File: config.mk
export PLATFORM = sky130hd
export DESIGN_NAME = mprc_sqrt_pipe
export DESIGN_NICKNAME = d
export VERILOG_FILES = /design/src/rtl/mprc_pkg.sv /design/src/rtl/mprc_sqrt_pipe.sv
export SDC_FILE = /design/constraint.sdc
export NUM_CORES = 2
export LEC_CHECK = 0
export BUFFER_PORTS_ARGS = -buffer_cell sky130_fd_sc_hd__buf_2
export CAP_MARGIN = 30
export CORE_MARGIN = 5
export CORE_UTILIZATION = 64
export DETAILED_ROUTE_END_ITERATION = 12
export PLACE_DENSITY_LB_ADDON = 0.25
export SLEW_MARGIN = 40
export SYNTH_ARGS = -nofsm -noshare
export SYNTH_HDL_FRONTEND = slang
export SYNTH_SLANG_ARGS = --single-unit
File: constraint.sdc
create_clock -name clock -period 3.8 [get_ports clock]
set_input_delay 0.76 -clock clock [delete_from_list [all_inputs] [get_ports clock]]
set_output_delay 0.76 -clock clock [all_outputs]
set_load 0.005 [all_outputs]
File: src/rtl/mprc_pkg.sv
// Shared widths, codes and word layouts of the mesh point range constrainer.
// Depends on nothing; every other file of the block imports it.
package mprc_pkg;

   // Mesh geometry: index = row * GRID_WIDTH + column.
   localparam int GRID_WIDTH = 4;

   localparam int CMD_W     = 2;
   localparam int IDX_W     = 4;
   localparam int POS_W     = 24;
   localparam int CFG_W     = 23;
   localparam int CSR_IDX_W = 2;

   localparam int OFF_W   = CFG_W + IDX_W;   // column or row offset, unsigned
   localparam int T_W     = OFF_W + 1;       // target coordinate, signed
   localparam int D_W     = T_W + 1;         // offset from target, signed
   localparam int MAG_W   = D_W;             // magnitude of that offset
   localparam int SQ_W    = 2 * MAG_W;       // one squared offset
   localparam int D2_W    = SQ_W + 2;        // squared distance, even width
   localparam int SQRT_N  = D2_W / 2;        // root bits, one per stage
   localparam int ROOT_W  = SQRT_N;
   localparam int MRSQ_W  = 2 * CFG_W;
   localparam int PROD_W  = MAG_W + CFG_W;   // |offset| * max_range
   localparam int NUM_W   = PROD_W + 1;      // dividend with rounding term
   localparam int Q_W     = CFG_W + 1;       // scaled offset magnitude
   localparam int SUM_W   = T_W + 1;         // target plus scaled offset

   typedef enum logic [CMD_W-1:0] {
      CMD_POINT   = 2'd0,
      CMD_GRAB    = 2'd1,
      CMD_RELEASE = 2'd2
   } cmd_type;

   typedef enum logic [CSR_IDX_W-1:0] {
      CSR_MAX_RANGE   = 2'd0,
      CSR_TILE_WIDTH  = 2'd1,
      CSR_TILE_HEIGHT = 2'd2
   } csr_type;

   // Side information that travels alongside the root and divider pipes.
   typedef struct packed {
      logic                     clamp;
      logic                     last;
      logic                     negx;
      logic                     negy;
      logic signed [POS_W-1:0]  px;
      logic signed [POS_W-1:0]  py;
      logic signed [T_W-1:0]    tx;
      logic signed [T_W-1:0]    ty;
      logic [PROD_W-1:0]        prodx;
      logic [PROD_W-1:0]        prody;
   } side_type;

endpackage

File: src/rtl/mprc_sqrt_pipe.sv
// Pipelined integer square root, one root bit resolved in each stage.
// Depends on mprc_pkg for the operand and root widths.
module mprc_sqrt_pipe (
   input  logic                        clock,
   input  logic                        advance,
   input  logic [mprc_pkg::D2_W-1:0]   radicand,
   output logic [mprc_pkg::ROOT_W-1:0] root
);
   import mprc_pkg::*;

   logic [D2_W-1:0] rem_ff [SQRT_N];
   logic [D2_W-1:0] res_ff [SQRT_N];

   for (genvar i = 0; i < SQRT_N; i++) begin : g_stage
      localparam logic [D2_W-1:0] BIT = D2_W'(1) << (2 * (SQRT_N - 1 - i));
      logic [D2_W-1:0] rem_prev, res_prev, trial, rem_in, res_in;

      if (i == 0) begin : g_first
         assign rem_prev = radicand;
         assign res_prev = '0;
      end else begin : g_next
         assign rem_prev = rem_ff[i-1];
         assign res_prev = res_ff[i-1];
      end

      always_comb begin
         trial = res_prev + BIT;
         if (rem_prev >= trial) begin
            rem_in = rem_prev - trial;
            res_in = (res_prev >> 1) + BIT;
         end else begin
            rem_in = rem_prev;
            res_in = res_prev >> 1;
         end
      end

      always_ff @(posedge clock) begin
         if (advance) begin
            rem_ff[i] <= rem_in;
            res_ff[i] <= res_in;
         end
      end
   end

   assign root = res_ff[SQRT_N-1][ROOT_W-1:0];

endmodule

Yosys cells after proc, flatten, opt, wreduce, memory -nomap -nowiden
Memories as Yosys holds them, arrays and structs flattened.
Index checks and enable logic that the tools add are counted.
Operators by class
  muxes and demuxes: 62
  add/subtract/negate cells: 88
  magnitude comparators: 30
Operators with widths (count)
  60-bit two-way mux: 59
  60-bit >= comparator: 29
  60-bit subtractor: 29
  59-bit by 1-bit adder with 60-bit output, second input constant: 1
  59-bit by 11-bit adder with 60-bit output, second input constant: 1
  59-bit by 13-bit adder with 60-bit output, second input constant: 1
  59-bit by 15-bit adder with 60-bit output, second input constant: 1
  59-bit by 17-bit adder with 60-bit output, second input constant: 1
  59-bit by 19-bit adder with 60-bit output, second input constant: 1
  59-bit by 21-bit adder with 60-bit output, second input constant: 1
  59-bit by 23-bit adder with 60-bit output, second input constant: 1
  59-bit by 25-bit adder with 60-bit output, second input constant: 1
  59-bit by 27-bit adder with 60-bit output, second input constant: 1
  59-bit by 29-bit adder with 60-bit output, second input constant: 1
  59-bit by 3-bit adder with 60-bit output, second input constant: 1
  59-bit by 31-bit adder with 60-bit output, second input constant: 1
  59-bit by 33-bit adder with 60-bit output, second input constant: 1
  59-bit by 35-bit adder with 60-bit output, second input constant: 1
  59-bit by 37-bit adder with 60-bit output, second input constant: 1
  59-bit by 39-bit adder with 60-bit output, second input constant: 1
  59-bit by 41-bit adder with 60-bit output, second input constant: 1
  59-bit by 43-bit adder with 60-bit output, second input constant: 1
  59-bit by 45-bit adder with 60-bit output, second input constant: 1
  59-bit by 47-bit adder with 60-bit output, second input constant: 1
  41 further kinds: 42
Word-level totals
  bits in writable memories: 3600
  register bits: 0
  memories: 2
  output and inout port bits: 30
Memories
  rem_ff: words 30, bits a word 60, read ports 29, clocked after memory_dff 0, write ports 30, RTL line mprc_sqrt_pipe.sv:11  | logic [D2_W-1:0] rem_ff [SQRT_N];
  res_ff: words 30, bits a word 60, read ports 30, clocked after memory_dff 0, write ports 30, RTL line mprc_sqrt_pipe.sv:12  | logic [D2_W-1:0] res_ff [SQRT_N];

Depth between registers and ports, before layout
An unclocked memory read counts as a cell.
  word-level depth: 4
  gate-level depth with buffers: 14
  gate-level depth less buffers: 12

Worst setup path after synthesis
Ideal clock, no wire load.
  kind: register to register
  from: mem rem_ff[1][277] in the netlist's numbering
  to: mem rem_ff[1][347] in the netlist's numbering, data pin
  slack: 0.367 ns
  library setup time: 0.258 ns
  stages on the path, launching flop included: 12
  clock period less this slack: 3.433 ns
  arrival: 3.175 ns
  cells stage by stage: edfxtp_1 -> ha_1 -> buf_4 -> nand4b_1 -> or3_4 -> or3_1 -> o311a_1 -> buf_6 -> nor4b_4 -> nand3b_2 -> or4_4 -> xnor2_2
RTL lines (RTL line)
  start, declared: mprc_sqrt_pipe.sv:11

==> out/metrics.csv <==
stage,metric,value,unit
outcome,status,"finished, final reports clean",
sta,fin_skew,97.7,ps
cells_and_area,layout_common_cells,"edfxtp_1 (2205), nor2_1 (613), inv_1 (607), a21oi_1 (600), ha_1 (493)",
cts,clockBufferDepth,3,
logic_synthesis,syn_nets,9002,
detailed_routing,dr_wl_met3,14.9,mm
placement,post-place-ws,-512,ps
placement,gp_congestion,0.942,
cts,tritoncts,yes,
cells_and_area,fin_nets,9361,
detailed_routing,wl_per_cell,21.7,um
cts,clkSinkCount,2205,
die,start_util,64.3,%
logic_synthesis,synth_cell_types,92,
die,die_h,417,um
logic_synthesis,ys.flop_type,edfxtp_1,
detailed_routing,num_vias,69500,
logic_synthesis,synth_compound_area_share,9.31,%
power_and_ir_drop,finalPower,70.1,mW
sta,fin_ws,39.7,ps
detailed_routing,routed_wl,243,mm
die,ios,92,
die,die_x,417,um
logic_synthesis,ys_warn_count,0,
global_route,antenna_found_initial,4,
sta,period_needed,3760,ps
detailed_routing,vias_per_cell,6.22,
logic_synthesis,synth-xor-area-share,6.38,%
sta,fmax,0.266,GHz
cts,root_buffer,clkbuf_16,
global_route,grt-ovfl-total,0,
setup_path,crit_type,reg2reg,
cells_and_area,final_core_util,71.6,%
setup_path,crit_required,4420,ps
logic_synthesis,yosys.area.top_type,edfxtp_1,
placement,port_buffers,91,
setup_path,cp_max_fo,8,
sta,tightest_slew,881,ps
logic_synthesis,ys_seq_elements,2205,
die,core_area,0.165,mm2
placement,dp_hpwl,173,mm
sta,slew_violations,0,
cells_and_area,drive_gt1_share,8.80,%
setup_path,crit_chain,"ha_1, and2_1, nand3_1, nor4_1, nand4b_1, o21ai_1, nor2_1, or3_1, o31ai_1, o21ai_0",
sta,relSlewSlack,41.3,%
cts,htreeDepth,4,
sta,hold_viol,0,
global_route,grt_pass1_wl,376,mm
logic_synthesis,synth_edf_count,2205,
detailed_routing,dr.max_layer_used,met4,
sta,grt_setup_unrepaired,true,
power_and_ir_drop,leakage,44.8,nW
global_route,grt_use_total,27.3,%
logic_synthesis,synthMuxAreaShare,0.980,%
detailed_routing,first_iter_violations,7370,
detailed_routing,wl_met2,121,mm
cts,clk_pin_slew,70,ps
cts,cts_buffers,213,
sta,setup_viol,0,
logic_synthesis,synth_top_area_share,62.4,%
logic_synthesis,syn_avg_cell_area,12.6,um2
setup_path,slowest_stage,or3_1,
die,fp-row-count,149,
detailed_routing,drt_drc_violations_left,0,
setup_path,critPathBufInv,0,
min_path,min_path_type,in2reg,
setup_path,crit_arrival,4380,ps
logic_synthesis,synth_fa_ha_area_share,5.81,%
global_route,grt_pass1_vias,67200,
logic_synthesis,synth_area_leaders,"edfxtp_1 (62%), ha_1 (5.8%), xnor2_1 (3.6%), a21oi_1 (2.8%), xor2_1 (2.7%)",
cells_and_area,area_growth,11.4,%
flow_run,maxCapViolations,0,
detailed_routing,antenna_left,0,
cells_and_area,layout_commonest_cell,edfxtp_1,
global_route,grt_start_max_net_pins,167,
setup_path,start_kind,flop,
cts,worstSkewPairLatency,900,ps
logic_synthesis,post_synth_and_or_nand_nor_area_fraction,12.3,%
logic_synthesis,synth_top_family_by_area,simple AND/OR/NAND/NOR gates,
power_and_ir_drop,pwr_density_cell,594,mW/mm2
setup_path,critPathTopFamily,simple AND/OR/NAND/NOR gates,
detailed_routing,wl_met1,99.5,mm
logic_synthesis,synth_area,0.106,mm2
detailed_routing,dr.pass1.iters,6,
logic_synthesis,synth-seq-area-share,62.4,%
die,dieArea,0.174,mm2
logic_synthesis,syn_inst,8447,
logic_synthesis,synthArstFlopShare,0,%
setup_path,slowest_delay,560,ps
setup_path,end_kind,flop,
sta,post-route-period-util,99.0,%
cells_and_area,fill_cells,10800,
power_and_ir_drop,vdd_drop_max,527,uV
[final timing paths]
kind                   from             end  slack (ps)  cells past startpoint
min            radicand[27]   rem_ff[0][27]          60                      1
max          rem_ff[1][626]  rem_ff[1][710]          40                     10
max reg2reg  rem_ff[1][626]  rem_ff[1][710]          40                     10
min reg2reg  rem_ff[0][858]  rem_ff[0][918]         370                      0
[timing repair]
item | 4_1_cts | 5_1_grt
pin swaps | 0 | 5
setup endpoints to repair | 38 | 39
gates resized for setup | 3 | 16
setup buffers | 0 | 4
hold buffers | 16 | 0
endpoints found under the hold margin | 16 | 0
[area by class of cell]
| cell class | count | area [um2] | area share, % |
|---|---|---|---|
| clock inverters | 137 | 1770 | 1.50 |
| clock buffers | 253 | 5500 | 4.66 |
| flip-flops and latches | 2205 | 66200 | 56.0 |
| inverters | 611 | 2290 | 1.94 |
| diodes | 4 | 10.0 | 0.00847 |
| well taps | 2189 | 2740 | 2.32 |
| repair buffers | 312 | 2530 | 2.14 |
| multi-input cells | 5463 | 37100 | 31.4 |
[cell usage after synthesis (21+ instances only)]
library cell and count:
edfxtp_1 2205, nor2_1 613, inv_1 607, a21oi_1 601
ha_1 493, nand2_1 480, xnor2_1 441, o21ai_0 337
xor2_1 330, nor4_1 293, nor3_1 221, a21o_1 193
nand4_1 146, nand3_1 141, clkbuf_1 126, nand2b_1 110
o21a_1 84, mux2_2 80, or3_1 72, nor2b_1 65
or4_1 62, a31oi_1 50, and3_1 44, nor4b_1 44
o211ai_1 43, nand4b_1 37, nand3b_1 35, o21bai_1 35
a211oi_1 34, or2_2 32, and2_1 26, and4_1 23
a21boi_0 21
[metal layers]
| metal | vias up | GRT usage (%) |
|---|---|---|
| met5 | - | 0 |
| li1 | 32400 | - |
| met3 | 494 | 3.74 |
| met1 | 33800 | 36.6 |
| met4 | 0 | 8.08 |
| met2 | 2768 | 47.1 |
[sequential cells by signal, summed over array words and instances, names as in the netlist]
register / flops
rem_ff: 1740
res_ff: 465
[per-stage QoR]
stage                     instances  hold slack, ps  area (um2)  setup TNS (ps)
after floorplan                8447             417      106000               0
after detailed placement      10800             429      111000           -8820
after CTS                     11200            1.48      118000           -30.8
after global placement        10800             422      111000          -42890
final                         11200            63.6      118000               0
after global routing          11200            25.1      118000            -140
[kinds of logic (layout without fill, tap and decap cells)]
kind of cell | after synthesis | after routing
adders and majority gates | 493 | 493
and+or+nand+nor | 2507 | 2507
muxes | 93 | 93
other | 0 | 4
xor gates and xnor gates | 772 | 772
buffers and inverters | 779 | 1313
DFF | 2205 | 2205
AOI/OAI and AO/OA | 1598 | 1598
[where the power goes]
group	internal, mW	total, mW	switching (mW)
registers	30.9	33.3	2.42
logic	6.32	15.1	8.80
clock network	12.4	21.8	9.35
No activity file was read; power rests on OpenSTA's default activity.
