$ cat config.mk
export PLATFORM = sky130hd
export DESIGN_NAME = mprc_div_pipe
export DESIGN_NICKNAME = d
export VERILOG_FILES = /design/src/rtl/mprc_pkg.sv /design/src/rtl/mprc_div_pipe.sv
export SDC_FILE = /design/constraint.sdc
export NUM_CORES = 2
export LEC_CHECK = 0
export ABC_CLOCK_PERIOD_IN_PS = 6400
export BUFFER_PORTS_ARGS = -buffer_cell sky130_fd_sc_hd__buf_2
export CELL_PAD_IN_SITES_DETAIL_PLACEMENT = 1
export CELL_PAD_IN_SITES_GLOBAL_PLACEMENT = 1
export CORE_MARGIN = 10
export CORE_UTILIZATION = 45
export DETAILED_ROUTE_END_ITERATION = 8
export HOLD_SLACK_MARGIN = 0.03
export PLACE_DENSITY = 0.79
export SLEW_MARGIN = 5
export SYNTH_ARGS = -nofsm -noshare
export SYNTH_HDL_FRONTEND = slang
export SYNTH_SLANG_ARGS = --single-unit
$ cat constraint.sdc
create_clock -name clock -period 6.4 [get_ports clock]
set_input_delay 0.32 -clock clock [delete_from_list [all_inputs] [get_ports clock]]
set_output_delay 0.32 -clock clock [all_outputs]
set_load 0.03 [all_outputs]
$ cat src/rtl/mprc_pkg.sv
// Shared widths, codes and word layouts of the mesh point range constrainer.
// Depends on nothing; every other file of the block imports it.
package mprc_pkg;

   // Mesh geometry: index = row * GRID_WIDTH + column.
   localparam int GRID_WIDTH = 4;

   localparam int CMD_W     = 2;
   localparam int IDX_W     = 4;
   localparam int POS_W     = 24;
   localparam int CFG_W     = 23;
   localparam int CSR_IDX_W = 2;

   localparam int OFF_W   = CFG_W + IDX_W;   // column or row offset, unsigned
   localparam int T_W     = OFF_W + 1;       // target coordinate, signed
   localparam int D_W     = T_W + 1;         // offset from target, signed
   localparam int MAG_W   = D_W;             // magnitude of that offset
   localparam int SQ_W    = 2 * MAG_W;       // one squared offset
   localparam int D2_W    = SQ_W + 2;        // squared distance, even width
   localparam int SQRT_N  = D2_W / 2;        // root bits, one per stage
   localparam int ROOT_W  = SQRT_N;
   localparam int MRSQ_W  = 2 * CFG_W;
   localparam int PROD_W  = MAG_W + CFG_W;   // |offset| * max_range
   localparam int NUM_W   = PROD_W + 1;      // dividend with rounding term
   localparam int Q_W     = CFG_W + 1;       // scaled offset magnitude
   localparam int SUM_W   = T_W + 1;         // target plus scaled offset

   typedef enum logic [CMD_W-1:0] {
      CMD_POINT   = 2'd0,
      CMD_GRAB    = 2'd1,
      CMD_RELEASE = 2'd2
   } cmd_type;

   typedef enum logic [CSR_IDX_W-1:0] {
      CSR_MAX_RANGE   = 2'd0,
      CSR_TILE_WIDTH  = 2'd1,
      CSR_TILE_HEIGHT = 2'd2
   } csr_type;

   // Side information that travels alongside the root and divider pipes.
   typedef struct packed {
      logic                     clamp;
      logic                     last;
      logic                     negx;
      logic                     negy;
      logic signed [POS_W-1:0]  px;
      logic signed [POS_W-1:0]  py;
      logic signed [T_W-1:0]    tx;
      logic signed [T_W-1:0]    ty;
      logic [PROD_W-1:0]        prodx;
      logic [PROD_W-1:0]        prody;
   } side_type;

endpackage

$ cat src/rtl/mprc_div_pipe.sv
// Pipelined restoring divider for (product + root/2) / root, one quotient
// bit per stage. Depends on mprc_pkg; a zero divisor yields a zero quotient.
module mprc_div_pipe (
   input  logic                        clock,
   input  logic                        advance,
   input  logic [mprc_pkg::PROD_W-1:0] product,
   input  logic [mprc_pkg::ROOT_W-1:0] divisor,
   output logic [mprc_pkg::Q_W-1:0]    quotient
);
   import mprc_pkg::*;

   logic [NUM_W-1:0]  rem_ff [Q_W+1];
   logic [ROOT_W-1:0] dvs_ff [Q_W+1];
   logic [Q_W-1:0]    quo_ff [Q_W+1];

   // Entry stage adds the rounding term.
   always_ff @(posedge clock) begin
      if (advance) begin
         rem_ff[0] <= NUM_W'(product) + NUM_W'(divisor >> 1);
         dvs_ff[0] <= divisor;
         quo_ff[0] <= '0;
      end
   end

   for (genvar k = 1; k <= Q_W; k++) begin : g_stage
      localparam int SH = Q_W - k;
      logic [NUM_W-1:0] shifted;
      logic [NUM_W-1:0] rem_in;
      logic [Q_W-1:0]   quo_in;

      always_comb begin
         shifted = NUM_W'(dvs_ff[k-1]) << SH;
         rem_in  = rem_ff[k-1];
         quo_in  = quo_ff[k-1];
         if (rem_ff[k-1] >= shifted) begin
            rem_in     = rem_ff[k-1] - shifted;
            quo_in[SH] = 1'b1;
         end
      end

      always_ff @(posedge clock) begin
         if (advance) begin
            rem_ff[k] <= rem_in;
            dvs_ff[k] <= dvs_ff[k-1];
            quo_ff[k] <= quo_in;
         end
      end
   end

   assign quotient = (dvs_ff[Q_W] == '0) ? '0 : quo_ff[Q_W];

endmodule

## Yosys cells after proc, flatten, opt, wreduce, memory -nomap -nowiden

Memory sizes are Yosys's and may differ from the RTL's.
Index checks and enable logic that the tools add are counted.

- Register bits: 0
- Memories: 3
- Bits in writable memories: 2675
- Output and inout bits: 24
- Input bits: 84
- Word-level logic and storage cells: 104

Memory list:

| memory | depth | width | read ports | clocked after Yosys merged registers in | wr ports | line | RTL |
|---|---|---|---|---|---|---|---|
| rem_ff | 25 | 53 | 24 | 0 | 25 | mprc_div_pipe.sv:12 | `logic [NUM_W-1:0] rem_ff [Q_W+1];` |
| dvs_ff | 25 | 30 | 25 | 0 | 25 | mprc_div_pipe.sv:13 | `logic [ROOT_W-1:0] dvs_ff [Q_W+1];` |
| quo_ff | 25 | 24 | 25 | 0 | 25 | mprc_div_pipe.sv:14 | `logic [Q_W-1:0] quo_ff [Q_W+1];` |

- Mux-type cells: 51
- $lt $le $gt $ge: 24
- Add/sub/neg operators: 25
- Reductions and logical operators: 1

Operators with widths:

| kind | number |
|---|---|
| 53-bit 2-to-1 mux | 24 |
| 52-bit by 29-bit adder with 53-bit output | 1 |
| 53-bit by 30-bit greater-or-equal comparator with 1-bit output | 1 |
| 53-bit by 31-bit greater-or-equal comparator with 1-bit output | 1 |
| 53-bit by 32-bit greater-or-equal comparator with 1-bit output | 1 |
| 53-bit by 33-bit greater-or-equal comparator with 1-bit output | 1 |
| 53-bit by 34-bit greater-or-equal comparator with 1-bit output | 1 |
| 53-bit by 35-bit greater-or-equal comparator with 1-bit output | 1 |
| 53-bit by 36-bit greater-or-equal comparator with 1-bit output | 1 |
| 53-bit by 37-bit greater-or-equal comparator with 1-bit output | 1 |
| 53-bit by 38-bit greater-or-equal comparator with 1-bit output | 1 |
| 53-bit by 39-bit greater-or-equal comparator with 1-bit output | 1 |
| 53-bit by 40-bit greater-or-equal comparator with 1-bit output | 1 |
| 53-bit by 41-bit greater-or-equal comparator with 1-bit output | 1 |
| 53-bit by 42-bit greater-or-equal comparator with 1-bit output | 1 |
| 53-bit by 43-bit greater-or-equal comparator with 1-bit output | 1 |
| 53-bit by 44-bit greater-or-equal comparator with 1-bit output | 1 |
| 53-bit by 45-bit greater-or-equal comparator with 1-bit output | 1 |
| 53-bit by 46-bit greater-or-equal comparator with 1-bit output | 1 |
| 53-bit by 47-bit greater-or-equal comparator with 1-bit output | 1 |
| 53-bit by 48-bit greater-or-equal comparator with 1-bit output | 1 |
| 53-bit by 49-bit greater-or-equal comparator with 1-bit output | 1 |
| 53-bit by 50-bit greater-or-equal comparator with 1-bit output | 1 |
| 53-bit by 51-bit greater-or-equal comparator with 1-bit output | 1 |
| 29 further kinds | 54 |

## Longest topological paths before layout

An unclocked memory read counts as a cell.

- Depth after elaboration: 3
- Mapped depth: 17
- Depth with buffers taken out: 16

## Worst setup path after synthesis

No wires, ideal clock.

- Kind: reg-to-reg
- Start: memory rem_ff[1][119] in the netlist's numbering
- End: memory rem_ff[1][173] in the netlist's numbering, data pin
- Data required time: 6.140 ns
- Setup slack: 2.565 ns
- Cell stages (with the launch flop): 15
- Setup time: 0.260 ns
- Data arrival time: 3.575 ns
- Clock period less this slack: 3.835 ns
- Path buffers: 2
- Path through: edfxtp_1 inv_1 ha_1 inv_1 fa_1 a211oi_1 o211ai_1 a311oi_1 o21bai_1 a21o_1 a221oi_1 o221a_2 buf_2 buf_1 mux2_2

RTL lines:

| what | line |
|---|---|
| from (decl) | mprc_div_pipe.sv:12 |

==> metrics.txt <==
number of routed nets with antenna violations 0; largest family of logic cells by synthesized area compound AO/OA/AOI/OAI gates; first-pass GRT wire length 539100 um; Critical Path AT 5.69 ns; cell area power density 457.1 mW/mm2; total gr overflow 0; met3 Usage GRT 2.863%; router iterations before antenna repair 6; maximum capacitance violations 1; vias per inst 5.794; Synth area leader edfxtp_1; CTS Buf Count 269; Sw Ratio 36.75%; Post-Place Cell Area 0.1285 mm2; Final Hold Fails 0; CP Capture Type register; Post-Syn Area approximately 0.12 mm2; clock root cell clkbuf_16; min Tclk post-route 5.077 ns; Reg area 0.06973 mm2; met2 Use GR 40.02%; H-tree depth 5; mux cell area share after synthesis 1.068%; average cell area after synthesis 11.43 um2; Sum Neg Setup Slack 0 ns; post-synth top area share 56.37%; routing usage on met1 29.75%; antenna violations before repair 8; Synthesized Nets 11680; clk_lat worst skew 0.89 ns; clock sinks approximately 2300; DP HPWL roughly 260000 um; Pins Over Slew Limit 0; RSZ-0062 raised after global routing no; vias 86340; crit path max fanout 28; count of cell types in the netlist 91; Reg power frac 38.0%; Finished Core Util 50.55%; layout cells sized above 1 under 10%; Crit Path Class register to register; routability cong. 0.9354; setup violators final 0; post-CTS setup buffer count 0; CTS tree done; final instance area about 0.14 mm2; yosys warns 0; Setup Skew between 0.05 and 0.06 ns; Worst EP required 7.02 ns; maximum vdd drop about 0.00023 V; All-Layer GR Usage 22.85%; cells after synthesis 10820; Final period util between 70% and 80%; Area growth syn-to-layout 11.83%; post-synthesis adder-cell area fraction under 10%; simple-gate portion of the synthesized area between 10 and 15%; die height between 500 and 600 um; Row Count roughly 190; Total Routed Length 348200 um; Max Fclk 0.1970 GHz; Synth area leaders edfxtp_1 (56%), ha_1 (7.6%), xnor2_1 (3.5%); Logic pwr share 37.5%; WL/cell 23.36 um; #FFs+latches synth about 2300; Die Footprint between 0.2 and 0.3 mm2; slew margin rel. 0.6692%; I/O pins 108; Synth Area in XOR/XNOR 6.189%; Final #Nets 11950; Die X 544.3 um; switching power total between 20 and 25 mW; Clock Path Buffers 4; status finished, violations left; post-CTS sizing 0; reg-to-reg slack, setup 1.32 ns; Clock power frac approximately a quarter; top cells by count, synth edfxtp_1 (2322), inv_1 (929), a21oi_1 (853); Starting DRT DRC Count 6729; number of global-route vias before repair 90940; violated checks capacitance limit; DR DRC count 0; Post-synth EDFFs about 2300; Starting Density 45.20%; Synth Flop Type edfxtp_1; area occupied by multi-input gates 0.04960 mm2; Startpoint Class register; Internal 39.99 mW; Fillers 28520; leading cell type by number of instances after synthesis edfxtp_1; GRT busiest layer met2; Slew @ Worst Pin 1.476 ns; pin count of the biggest net entering global routing 156; Hold WC Path Type input pin to register; P_leak ~54 nW; Clock Pin Slew Worst Setup and Hold Paths 0.06 ns; Buffers on Ports roughly 110; Post-synth ARST share 0%; Seq/Total Area, Yosys between 50% and 60%; Placeable Area 0.2736 mm2; compound-gate portion of the synthesized area a little over an eighth
power by group through the flow:
stage / Combinational (mW) / Sequential, mW / Clock, mW
final: 23.7 / 24.1 / 15.4
after global routing: 26.3 / 24.3 / 16.5
after CTS: 23.5 / 24.1 / 15.8
after detailed placement: 23.1 / 24.3 / 0
after global placement: 22.3 / 24.3 / 0
after floorplan: 17.2 / 22.8 / 0
registers in the layout (all words and copies together) (netlist names):
register  count
rem_ff     1272
dvs_ff      750
quo_ff      300
placed cells by master (no fill, tap or decap), types with 147 or more instances in the layout:
| cell | instances |
|---|---|
| ha_1 | 749 |
| nand3_1 | 188 |
| nand2_1 | 822 |
| a21o_1 | 392 |
| xnor2_1 | 489 |
| nand4_1 | 162 |
| inv_1 | 929 |
| nor4_1 | 147 |
| o21ai_0 | 716 |
| a21oi_1 | 849 |
| clkbuf_16 | 275 |
| nor3_1 | 180 |
| xor2_1 | 385 |
| edfxtp_1 | 2322 |
| nor2_1 | 665 |
layer usage:
metal / vias up / wire length (um)
li1: 40460 / -
met1: 43370 / 149200
met2: 1908 / 173200
met3: 598 / 15100
met4: 4 / 10700
met5: - / 26
critical path, cell delays in order, from the launching register on:
cell and delay (ns):
edfxtp_1 0.41, ha_1 0.41, and3_1 0.28, nand2_1 0.12, nor4_1 0.92, nand2_1 0.14
nor4_1 0.57, nand4_1 0.42, nand2_1 0.22, o21bai_4 0.35, nor2b_1 0.54, nand4b_1 0.20
xnor2_1 0.20
layout make-up:
type,count,share of cell area [%]
diodes,4,0.007236
clock buffers,312,5.075
clock inverters,171,1.239
inverters,930,2.524
multi-input cells,7294,35.86
flip-flops and latches,2322,50.41
well taps,3589,3.246
repair buffers,280,1.643
per-stage QoR:
step | setup slack [ns] | std cells | power [mW] | hold slack, ns
floorplan | 2.565 | 10820 | 40.04 | 0.4003
global placement | 1.343 | 14310 | 46.59 | 0.4003
detailed placement | 1.262 | 14310 | 47.47 | 0.4057
CTS | 1.239 | 14900 | 63.42 | 0.08892
global route | 0.7611 | 14900 | 67.10 | 0.1486
finish | 1.323 | 14900 | 63.22 | 0.1782
timing repair:
item | 4_1_cts | 5_1_grt
endpoints found under the setup margin | 0 | 0
hold endpoints to repair | 134 | 0
hold buffers | 104 | 0
path summary, 6_finish.rpt:
check	startpoint	to	cells after the start
setup / recovery	rem_ff[1][403]$_DFFE_PP_	rem_ff[2][51]$_DFFE_PP_	12
hold / removal	divisor[1]	dvs_ff[0][1]$_DFFE_PP_	2
setup reg to reg	rem_ff[1][403]$_DFFE_PP_	rem_ff[2][51]$_DFFE_PP_	12
hold reg to reg	quo_ff[2][111]$_DFFE_PP_	quo_ff[2][135]$_DFFE_PP_	0
cell families after synthesis:
logic type | after synthesis
DFF | 2322
and+or+nand+nor | 2812
buffers and inverters | 1207
AOI/OAI and AO/OA | 2717
xor gates and xnor gates | 874
muxes | 118
adders and majority gates | 773
(Power assumes the default switching activity.)
